**config.mk**
```make
export PLATFORM = sky130hd
export DESIGN_NAME = traffic_rate_meter
export DESIGN_NICKNAME = d
export VERILOG_FILES = /design/src/hdl/trm_pkg.sv /design/src/hdl/trm_divider.sv /design/src/hdl/traffic_rate_meter.sv
export SDC_FILE = /design/constraint.sdc
export NUM_CORES = 2
export LEC_CHECK = 0
export ABC_AREA = 1
export ABC_CLOCK_PERIOD_IN_PS = 21800
export BUFFER_PORTS_ARGS = -buffer_cell sky130_fd_sc_hd__buf_2
export CAP_MARGIN = 20
export CORE_AREA = 5 5 484 725
export CTS_CLUSTER_DIAMETER = 120
export DETAILED_ROUTE_END_ITERATION = 16
export DIE_AREA = 0 0 489 730
export PLACE_DENSITY = 0.48
export RECOVER_POWER = 25
export SLEW_MARGIN = 20
export SYNTH_ARGS = -nofsm -noshare
export SYNTH_HDL_FRONTEND = slang
export SYNTH_SLANG_ARGS = --single-unit
```
**constraint.sdc**
```tcl
create_clock -name clock -period 21.8 [get_ports clock]
set_clock_uncertainty 0.05 [all_clocks]
set_input_delay 1.09 -clock clock [delete_from_list [all_inputs] [get_ports clock]]
set_output_delay 1.09 -clock clock [all_outputs]
set_load 0.03 [all_outputs]
```
**src/hdl/trm_pkg.sv**
```systemverilog
// Shared types and constants for the traffic rate meter.
package trm_pkg;

   // Fixed field widths of the transaction payloads
   localparam int CMD_W     = 3;
   localparam int NOW_W     = 32;
   localparam int COUNT_W   = 48;
   localparam int STATUS_W  = 3;
   localparam int ELAPSED_W = 31;
   localparam int RATE_W    = 61;

   // Channel and lane organization
   localparam int CHANNEL_COUNT = 3;
   localparam int CH_W          = 2;
   localparam int LANES         = 4;
   localparam int LANE_W        = 2;

   localparam logic [CH_W-1:0]   CH_USER       = 2'd2;
   localparam logic [LANE_W-1:0] LANE_PACKETS  = 2'd2;
   localparam logic [LANE_W-1:0] LAST_LANE_NET = 2'd2;
   localparam logic [LANE_W-1:0] LAST_LANE_USR = 2'd3;

   // Rate scaling: bits per second from bytes per ms, units per second from units per ms
   localparam logic [63:0] RATE_MAX   = (64'd1 << RATE_W) - 64'd1;
   localparam logic [63:0] BIT_LIMIT  = RATE_MAX / 64'd8000;
   localparam logic [63:0] UNIT_LIMIT = RATE_MAX / 64'd1000;

   // Command codes; codes above CMD_CLEAR_RATES are invalid
   localparam logic [CMD_W-1:0] CMD_SAMPLE_RX   = 3'd0;
   localparam logic [CMD_W-1:0] CMD_SAMPLE_TX   = 3'd1;
   localparam logic [CMD_W-1:0] CMD_SAMPLE_USER = 3'd2;
   localparam logic [CMD_W-1:0] CMD_CLEAR_ALL   = 3'd3;
   localparam logic [CMD_W-1:0] CMD_CLEAR_RATES = 3'd4;

   typedef enum logic [STATUS_W-1:0] {
      ST_UPDATED  = 3'd0,
      ST_BASELINE = 3'd1,
      ST_STALE    = 3'd2,
      ST_CLEARED  = 3'd3,
      ST_INVALID  = 3'd4
   } status_type;

   typedef enum logic [2:0] {
      FSM_IDLE,
      FSM_EXEC,
      FSM_DIV_LOAD,
      FSM_DIV_WAIT,
      FSM_SCALE,
      FSM_FINISH,
      FSM_RESP
   } state_type;

   typedef struct packed {
      logic [CMD_W-1:0]   command;
      logic [NOW_W-1:0]   now_ms;
      logic [COUNT_W-1:0] count_a;
      logic [COUNT_W-1:0] count_b;
      logic [COUNT_W-1:0] count_c;
      logic [COUNT_W-1:0] count_d;
   } req_type;

   typedef struct packed {
      logic [STATUS_W-1:0]  status;
      logic [ELAPSED_W-1:0] elapsed_ms;
      logic [RATE_W-1:0]    rate_a;
      logic [RATE_W-1:0]    rate_b;
      logic [RATE_W-1:0]    rate_c;
      logic [RATE_W-1:0]    rate_d;
   } rsp_type;

endpackage

```
**src/hdl/trm_divider.sv**
```systemverilog
// Shared restoring divider, one quotient bit per cycle.
module trm_divider import trm_pkg::*; #(
   parameter int DIVIDEND_BITS = 48,
   parameter int DIVISOR_BITS  = 31
) (
   input  logic                     clock,
   input  logic                     reset,
   input  logic                     start,
   input  logic [DIVIDEND_BITS-1:0] dividend,
   input  logic [DIVISOR_BITS-1:0]  divisor,
   output logic                     done,
   output logic [DIVIDEND_BITS-1:0] quotient
);

   localparam int CNT_W = $clog2(DIVIDEND_BITS + 1);

   logic                     running_ff;
   logic                     done_ff;
   logic [CNT_W-1:0]         count_ff;
   logic [DIVISOR_BITS-1:0]  rem_ff;
   logic [DIVISOR_BITS-1:0]  divisor_ff;
   logic [DIVIDEND_BITS-1:0] quo_ff;

   logic [DIVISOR_BITS:0]    trial;
   logic [DIVISOR_BITS:0]    diff;
   logic                     fits;

   // Trial subtract of the shifted partial remainder
   always_comb begin
      trial = {rem_ff, quo_ff[DIVIDEND_BITS-1]};
      diff  = trial - {1'b0, divisor_ff};
      fits  = (trial >= {1'b0, divisor_ff});
   end

   // Control: bit counter and done pulse
   always_ff @(posedge clock) begin
      if (reset) begin
         running_ff <= 1'b0;
         done_ff    <= 1'b0;
         count_ff   <= '0;
      end else begin
         done_ff <= 1'b0;
         if (start) begin
            running_ff <= 1'b1;
            count_ff   <= CNT_W'(DIVIDEND_BITS);
         end else if (running_ff) begin
            count_ff <= count_ff - CNT_W'(1);
            if (count_ff == CNT_W'(1)) begin
               running_ff <= 1'b0;
               done_ff    <= 1'b1;
            end
         end
      end
   end

   // Datapath: dividend shifts out the top while quotient bits shift in
   always_ff @(posedge clock) begin
      if (start) begin
         rem_ff     <= '0;
         divisor_ff <= divisor;
         quo_ff     <= dividend;
      end else if (running_ff) begin
         rem_ff <= fits ? diff[DIVISOR_BITS-1:0] : trial[DIVISOR_BITS-1:0];
         quo_ff <= {quo_ff[DIVIDEND_BITS-2:0], fits};
      end
   end

   assign done     = done_ff;
   assign quotient = quo_ff;

endmodule

```
**src/hdl/traffic_rate_meter.sv**
```systemverilog
// Traffic rate meter top level: command sequencer, channel state and response register.
//
//   channel | direction | payload  | handshake
//   req_    | in        | req_type | req_valid / req_stall
//   rsp_    | out       | rsp_type | rsp_valid / rsp_stall
//
// One transaction at a time. Clear and invalid commands, baseline captures and
// samples with no time advance go from EXEC through FINISH to RESP, where the
// response is valid. A rate update runs the shared serial divider once per counter
// (three counters for receive/transmit, four for user), each counter passing through
// DIV_LOAD, DIV_WAIT and SCALE before FINISH and RESP. Reset is synchronous and
// clears all channel state.
// A stalled response holds; req_stall stays high until it is taken.
module traffic_rate_meter import trm_pkg::*; #(
   parameter int COUNTER_BITS = 48,
   parameter int TIME_BITS    = 32
) (
   input  logic    clock,
   input  logic    reset,
   input  logic    req_valid,
   output logic    req_stall,
   input  req_type req_data,
   output logic    rsp_valid,
   input  logic    rsp_stall,
   output rsp_type rsp_data
);

   state_type state_ff, state_in;

   // Captured transaction
   logic [CMD_W-1:0]        cmd_ff;
   logic [TIME_BITS-1:0]    now_ff;
   logic [COUNTER_BITS-1:0] cnt_ff [LANES];
   logic [CH_W-1:0]         ch_ff;
   logic [LANE_W-1:0]       last_lane_ff;
   logic [LANE_W-1:0]       lane_ff;
   logic [TIME_BITS-2:0]    elapsed_ff;
   status_type              status_ff;
   rsp_type                 rsp_ff;

   // Channel state
   logic                    baseline_ff [CHANNEL_COUNT];
   logic [TIME_BITS-1:0]    last_ms_ff  [CHANNEL_COUNT];
   logic [COUNTER_BITS-1:0] prev_ff     [CHANNEL_COUNT][LANES];
   logic [RATE_W-1:0]       rate_ff     [CHANNEL_COUNT][LANES];

   // Divider hookup
   logic                    div_start;
   logic                    div_done;
   logic [COUNTER_BITS-1:0] div_quotient;
   logic [COUNTER_BITS-1:0] delta;

   // Decode helpers
   logic                    is_sample;
   logic [TIME_BITS-1:0]    diff;
   logic                    time_ok;
   logic                    go_divide;
   logic                    use_unit;
   logic [63:0]             q64;
   logic [63:0]             limit;
   logic [63:0]             product;
   logic [RATE_W-1:0]       scaled;
   logic                    show_rates;

   // Elapsed time and decision to run the rate update
   always_comb begin
      is_sample = (cmd_ff == CMD_SAMPLE_RX) || (cmd_ff == CMD_SAMPLE_TX) ||
                  (cmd_ff == CMD_SAMPLE_USER);
      diff      = now_ff - last_ms_ff[ch_ff];
      time_ok   = (diff != '0) && !diff[TIME_BITS-1];
      go_divide = is_sample && baseline_ff[ch_ff] && time_ok;
      delta     = cnt_ff[lane_ff] - prev_ff[ch_ff][lane_ff];
   end

   // Scale the quotient by 8000 or 1000 with shift-subtract, saturating
   always_comb begin
      use_unit = (ch_ff != CH_USER) && (lane_ff == LANE_PACKETS);
      q64      = 64'(div_quotient);
      if (use_unit) begin
         limit   = UNIT_LIMIT;
         product = (q64 << 10) - (q64 << 4) - (q64 << 3);
      end else begin
         limit   = BIT_LIMIT;
         product = (q64 << 13) - (q64 << 7) - (q64 << 6);
      end
      scaled = (q64 > limit) ? RATE_MAX[RATE_W-1:0] : product[RATE_W-1:0];
   end

   assign show_rates = (status_ff == ST_UPDATED) || (status_ff == ST_BASELINE) ||
                       (status_ff == ST_STALE);

   // Next state
   always_comb begin
      state_in = state_ff;
      unique case (state_ff)
         FSM_IDLE:     if (req_valid) state_in = FSM_EXEC;
         FSM_EXEC:     state_in = go_divide ? FSM_DIV_LOAD : FSM_FINISH;
         FSM_DIV_LOAD: state_in = FSM_DIV_WAIT;
         FSM_DIV_WAIT: if (div_done) state_in = FSM_SCALE;
         FSM_SCALE:    state_in = (lane_ff == last_lane_ff) ? FSM_FINISH : FSM_DIV_LOAD;
         FSM_FINISH:   state_in = FSM_RESP;
         FSM_RESP:     if (!rsp_stall) state_in = FSM_IDLE;
         default:      state_in = FSM_IDLE;
      endcase
   end

   // Handshake and divider strobes
   always_comb begin
      req_stall = 1'b1;
      rsp_valid = 1'b0;
      div_start = 1'b0;
      unique case (state_ff)
         FSM_IDLE:     req_stall = 1'b0;
         FSM_DIV_LOAD: div_start = 1'b1;
         FSM_RESP:     rsp_valid = 1'b1;
         default: begin
         end
      endcase
   end

   always_ff @(posedge clock) begin
      if (reset) begin
         state_ff <= FSM_IDLE;
      end else begin
         state_ff <= state_in;
      end
   end

   // Capture, command execution, per-counter update and response build
   always_ff @(posedge clock) begin
      case (state_ff)
         FSM_IDLE: begin
            cmd_ff    <= req_data.command;
            now_ff    <= TIME_BITS'(req_data.now_ms);
            cnt_ff[0] <= COUNTER_BITS'(req_data.count_a);
            cnt_ff[1] <= COUNTER_BITS'(req_data.count_b);
            cnt_ff[2] <= COUNTER_BITS'(req_data.count_c);
            cnt_ff[3] <= COUNTER_BITS'(req_data.count_d);
            ch_ff     <= (req_data.command == CMD_CLEAR_ALL ||
                          req_data.command == CMD_CLEAR_RATES ||
                          req_data.command > CMD_CLEAR_RATES) ? '0 : req_data.command[CH_W-1:0];
            last_lane_ff <= (req_data.command == CMD_SAMPLE_USER) ? LAST_LANE_USR
                                                                  : LAST_LANE_NET;
         end
         FSM_EXEC: begin
            lane_ff    <= '0;
            elapsed_ff <= '0;
            if (cmd_ff == CMD_CLEAR_ALL || cmd_ff == CMD_CLEAR_RATES) begin
               status_ff <= ST_CLEARED;
            end else if (!is_sample) begin
               status_ff <= ST_INVALID;
            end else if (!baseline_ff[ch_ff]) begin
               status_ff <= ST_BASELINE;
            end else if (!time_ok) begin
               status_ff <= ST_STALE;
            end else begin
               status_ff  <= ST_UPDATED;
               elapsed_ff <= diff[TIME_BITS-2:0];
            end
         end
         FSM_SCALE: begin
            lane_ff <= lane_ff + LANE_W'(1);
         end
         FSM_FINISH: begin
            rsp_ff.status     <= status_ff;
            rsp_ff.elapsed_ms <= ELAPSED_W'(elapsed_ff);
            rsp_ff.rate_a     <= show_rates ? rate_ff[ch_ff][0] : '0;
            rsp_ff.rate_b     <= show_rates ? rate_ff[ch_ff][1] : '0;
            rsp_ff.rate_c     <= show_rates ? rate_ff[ch_ff][2] : '0;
            rsp_ff.rate_d     <= show_rates ? rate_ff[ch_ff][3] : '0;
         end
         default: begin
         end
      endcase
   end

   // Channel state updates
   always_ff @(posedge clock) begin
      if (reset) begin
         for (int c = 0; c < CHANNEL_COUNT; c++) begin
            baseline_ff[c] <= 1'b0;
            last_ms_ff[c]  <= '0;
            for (int k = 0; k < LANES; k++) begin
               prev_ff[c][k] <= '0;
               rate_ff[c][k] <= '0;
            end
         end
      end else begin
         case (state_ff)
            FSM_EXEC: begin
               if (cmd_ff == CMD_CLEAR_ALL) begin
                  for (int c = 0; c < CHANNEL_COUNT; c++) begin
                     baseline_ff[c] <= 1'b0;
                     last_ms_ff[c]  <= '0;
                     for (int k = 0; k < LANES; k++) begin
                        prev_ff[c][k] <= '0;
                        rate_ff[c][k] <= '0;
                     end
                  end
               end else if (cmd_ff == CMD_CLEAR_RATES) begin
                  for (int c = 0; c < CHANNEL_COUNT; c++) begin
                     for (int k = 0; k < LANES; k++) begin
                        rate_ff[c][k] <= '0;
                     end
                  end
               end else if (is_sample && !baseline_ff[ch_ff]) begin
                  // First sample: record the baseline only
                  baseline_ff[ch_ff] <= 1'b1;
                  last_ms_ff[ch_ff]  <= now_ff;
                  for (int k = 0; k < LANES; k++) begin
                     if (LANE_W'(k) <= last_lane_ff) begin
                        prev_ff[ch_ff][k] <= cnt_ff[k];
                     end
                  end
               end
            end
            FSM_SCALE: begin
               rate_ff[ch_ff][lane_ff] <= scaled;
               prev_ff[ch_ff][lane_ff] <= cnt_ff[lane_ff];
               if (lane_ff == last_lane_ff) begin
                  last_ms_ff[ch_ff] <= now_ff;
               end
            end
            default: begin
            end
         endcase
      end
   end

   // Shared serial divider: counter delta over elapsed ms
   trm_divider #(
      .DIVIDEND_BITS (COUNTER_BITS),
      .DIVISOR_BITS  (TIME_BITS - 1)
   ) u_divider (
      .clock    (clock),
      .reset    (reset),
      .start    (div_start),
      .dividend (delta),
      .divisor  (elapsed_ff),
      .done     (div_done),
      .quotient (div_quotient)
   );

   assign rsp_data = rsp_ff;

endmodule

```
==> summary.txt <==
Syn Inst Count: 11700
Most common cell after layout, fill and taps aside: edfxtp_1
Crit path max fanout: 116
Most frequent cells in the layout: 2435 x edfxtp_1, 2167 x nor2_1, 1665 x nand2_1
Vias in the first global route: 91300
Register bit count reported by yosys: 2485
Top cell by count, worst path: clkbuf_1
Synth Cell Area: 120000 um2
Cell Chain, Critical Path: clkbuf_1 > inv_1 > nor2_1 > clkbuf_1 > clkbuf_1 > buf_4 > nand2_1 > a31oi_1
Initial drt markers: 8101
Setup WS post-layout: 9090 ps
Final hold violation count: 0
Clk Latency, worst-skew pair: 900 ps
Hold crit path type: primary input to flip-flop
Synth Area in Compound Gates: 0.119
Clk Tree Root Cell: clkbuf_16
Row cnt: 264
Top_reg_cell synth: edfxtp_1
H-tree Lvls: 5
Setup crit end kind: flip-flop
RSZ-0062 raised after global routing: false
Area growth, synth to finish: 12.5%
Crit path kind: flip-flop to flip-flop
Placement Cell Area: 127000 um2
DRT Pass-1 Iters: 6
Minimum clock period: 12710 ps
Crit share post-route: 0.583
Slew margin rel.: -4.07
Remaining DRCs: 0
Violated checks: max-capacitance violations, max-slew violations
Post-CTS setup buffer count: 0
Post-synthesis cell type count: 69
Io pins: 511
Die Ht: 730 um
Ratio of cells with drive above 1 in the final layout: 0.0806
Critical Path RT: 22350 ps
CTS tree: done
Core area: 344000 um2
FMAX: 78.7 MHz
Post-synth EDFFs: 2435
Clk pin slew, worst setup/hold paths: 60 ps
Final #Nets: 12600
Total GRT Usage: 0.244
CP max-delay cell: clkbuf_1
Resized cells post-CTS: 0
Routed wire length: 451000 um
Fillers: 33900
DRT antenna net count: 0
Synthesis Warnings: 0
Final instance area: 135000 um2
Clock buffer count from CTS: 266
Post-synthesis adder-cell area fraction: 0.0353
Via density: 5.43
DIE WIDTH: 489 um
Total gr overflow: 0
R2r setup slk: 9090 ps
CTS Sinks: 2485
Hold Buf Count CTS: 0
Outcome: finished with violations
MaxCap Viol Count: 28
Via Count: 90900
Drt wl/cell: 26.9 um
Post-synthesis xor/xnor area fraction: 0.0143
Syn Area/Cell: 10.2 um2
First-pass GRT wire length: 639000 um
Initial Utilization: 0.349
Die ar.: 357000 um2
Setup violators final: 0
Combinational family with the most area after synthesis: simple AND/OR/NAND/NOR gates
Dpl cells: 16300
Simple logic cell fraction of the synthesized area: 0.156
Port buffer count: 498
CP arrival: 13260 ps
Post-synthesis mux area share: 0
Non-Filler Instances: 16700
Longest Clk Path Bufs: 4
Worst Setup Start Kind: flip-flop
Setup TNS: 0 ps
Largest net degree at the start of global routing: 169
Actual slew at the worst max-slew pin: 7600 ps
Slew Limit Fails: 1334
Placer Congestion: 0.943
Antenna violations before repair: 13
Pre-CTS setup slack: 15230 ps
Final HPWL DP: 295000 um
Biggest cell delay along the critical path: 5120 ps
Async set-or-reset flop fraction in the synthesized netlist: 0
Post-synthesis sequential area ratio: 0.618
==> logic make-up after synthesis <==
family / Yosys count
XOR/XNOR: 195
other: 1
AO/OA/AOI/OAI: 2345
AND/OR/NAND/NOR: 4619
flip-flops: 2485
buffers and inverters: 1770
adder cells (fa/ha/maj): 312
==> layer usage <==
layer | global-route usage | wire length, um | up-vias
met2 | 0.437 | 228000 | 3782
met3 | 0.0285 | 27200 | 923
li1 | - | - | 41200
met5 | 0 | 13 | -
met4 | 0.102 | 21300 | 2
met1 | 0.297 | 174000 | 44900
==> cells in the mapped netlist, drive strengths merged (2+ instances only) <==
cell     number  area, um2
a32o         33        330
a22oi       234       1760
a221oi        2       17.5
xor2        112        988
a31oi       278       1740
o2111ai       3       26.3
clkbuf      497       1870
nor3         55        295
xnor2        83        727
ha          268       3350
fa           44        881
nand3       463       2370
and3          3       18.8
clkinv        4       15.0
a32oi        46        403
o21bai       21        161
buf         158        877
o211ai       68        529
a21o         26        195
inv        1111       4170
nor3b         4       30.0
a31o          5       43.8
a211oi        6       45.0
and2         12       75.1
or2          29        181
o221ai      140       1230
a21oi       495       2560
dfxtp        50       1000
nand2      1727       6590
nor4         21        150
o22ai        69        432
a21boi       15        120
o21a         19        143
o21ai       880       4460
edfxtp     2435      73100
nand4        47        294
nor2       2246       8610
o31ai         3       22.5
nand3b       11       86.3
==> final cells by class <==
type | instances | area, um2 | share of cell area
inverter | 1115 | 4200 | 0.0311
clock buffer | 330 | 7010 | 0.0520
multi-input combinational | 7495 | 39300 | 0.292
tap | 4522 | 5660 | 0.0419
antenna | 7 | 17.5 | 0.000130
timing repair buffer | 655 | 3300 | 0.0244
sequential | 2485 | 74100 | 0.549
clock inverter | 125 | 1290 | 0.00954
==> state kept, by name, indices dropped and copies added (netlist names), 3 cells and up, named ones only <==
name                  flops
rate_ff                 928
baseline_ff               4
state_ff                  3
cnt_ff                  192
last_ms_ff              128
status_ff                 3
rsp_data                266
now_ff                   32
u_divider.divisor_ff     31
u_divider.rem_ff         31
u_divider.count_ff        6
prev_ff                 768
cmd_ff                    3
u_divider.quotient       48
elapsed_ff               31
==> path summary, 6_finish.rpt <==
path,cells after the start,end,startpoint
setup / recovery,8,rsp_data[19],ch_ff[1]
hold / removal,1,cnt_ff[3][47],req_data[47]
hold reg to reg,2,baseline_ff[3],baseline_ff[3]
setup reg to reg,8,rsp_data[19],ch_ff[1]
==> metrics by stage <==
step	hold slack, ps	utilization
6_report	297	0.392
5_1_grt	247	0.392
4_1_cts	222	0.394
3_5_place_dp	370	0.370
3_3_place_gp	362	0.370
2_1_floorplan	353	-
==> worst max-delay path, delay by kind of cell (launching register included) <==
family | cells | cell delay (ps)
flops | 1 | 390
compound gates | 1 | 460
simple gates | 2 | 350
buf+inv | 5 | 10810
Power is not shown: default switching activity piles up to over one toggle a cycle in this logic, so the estimate is an artifact.
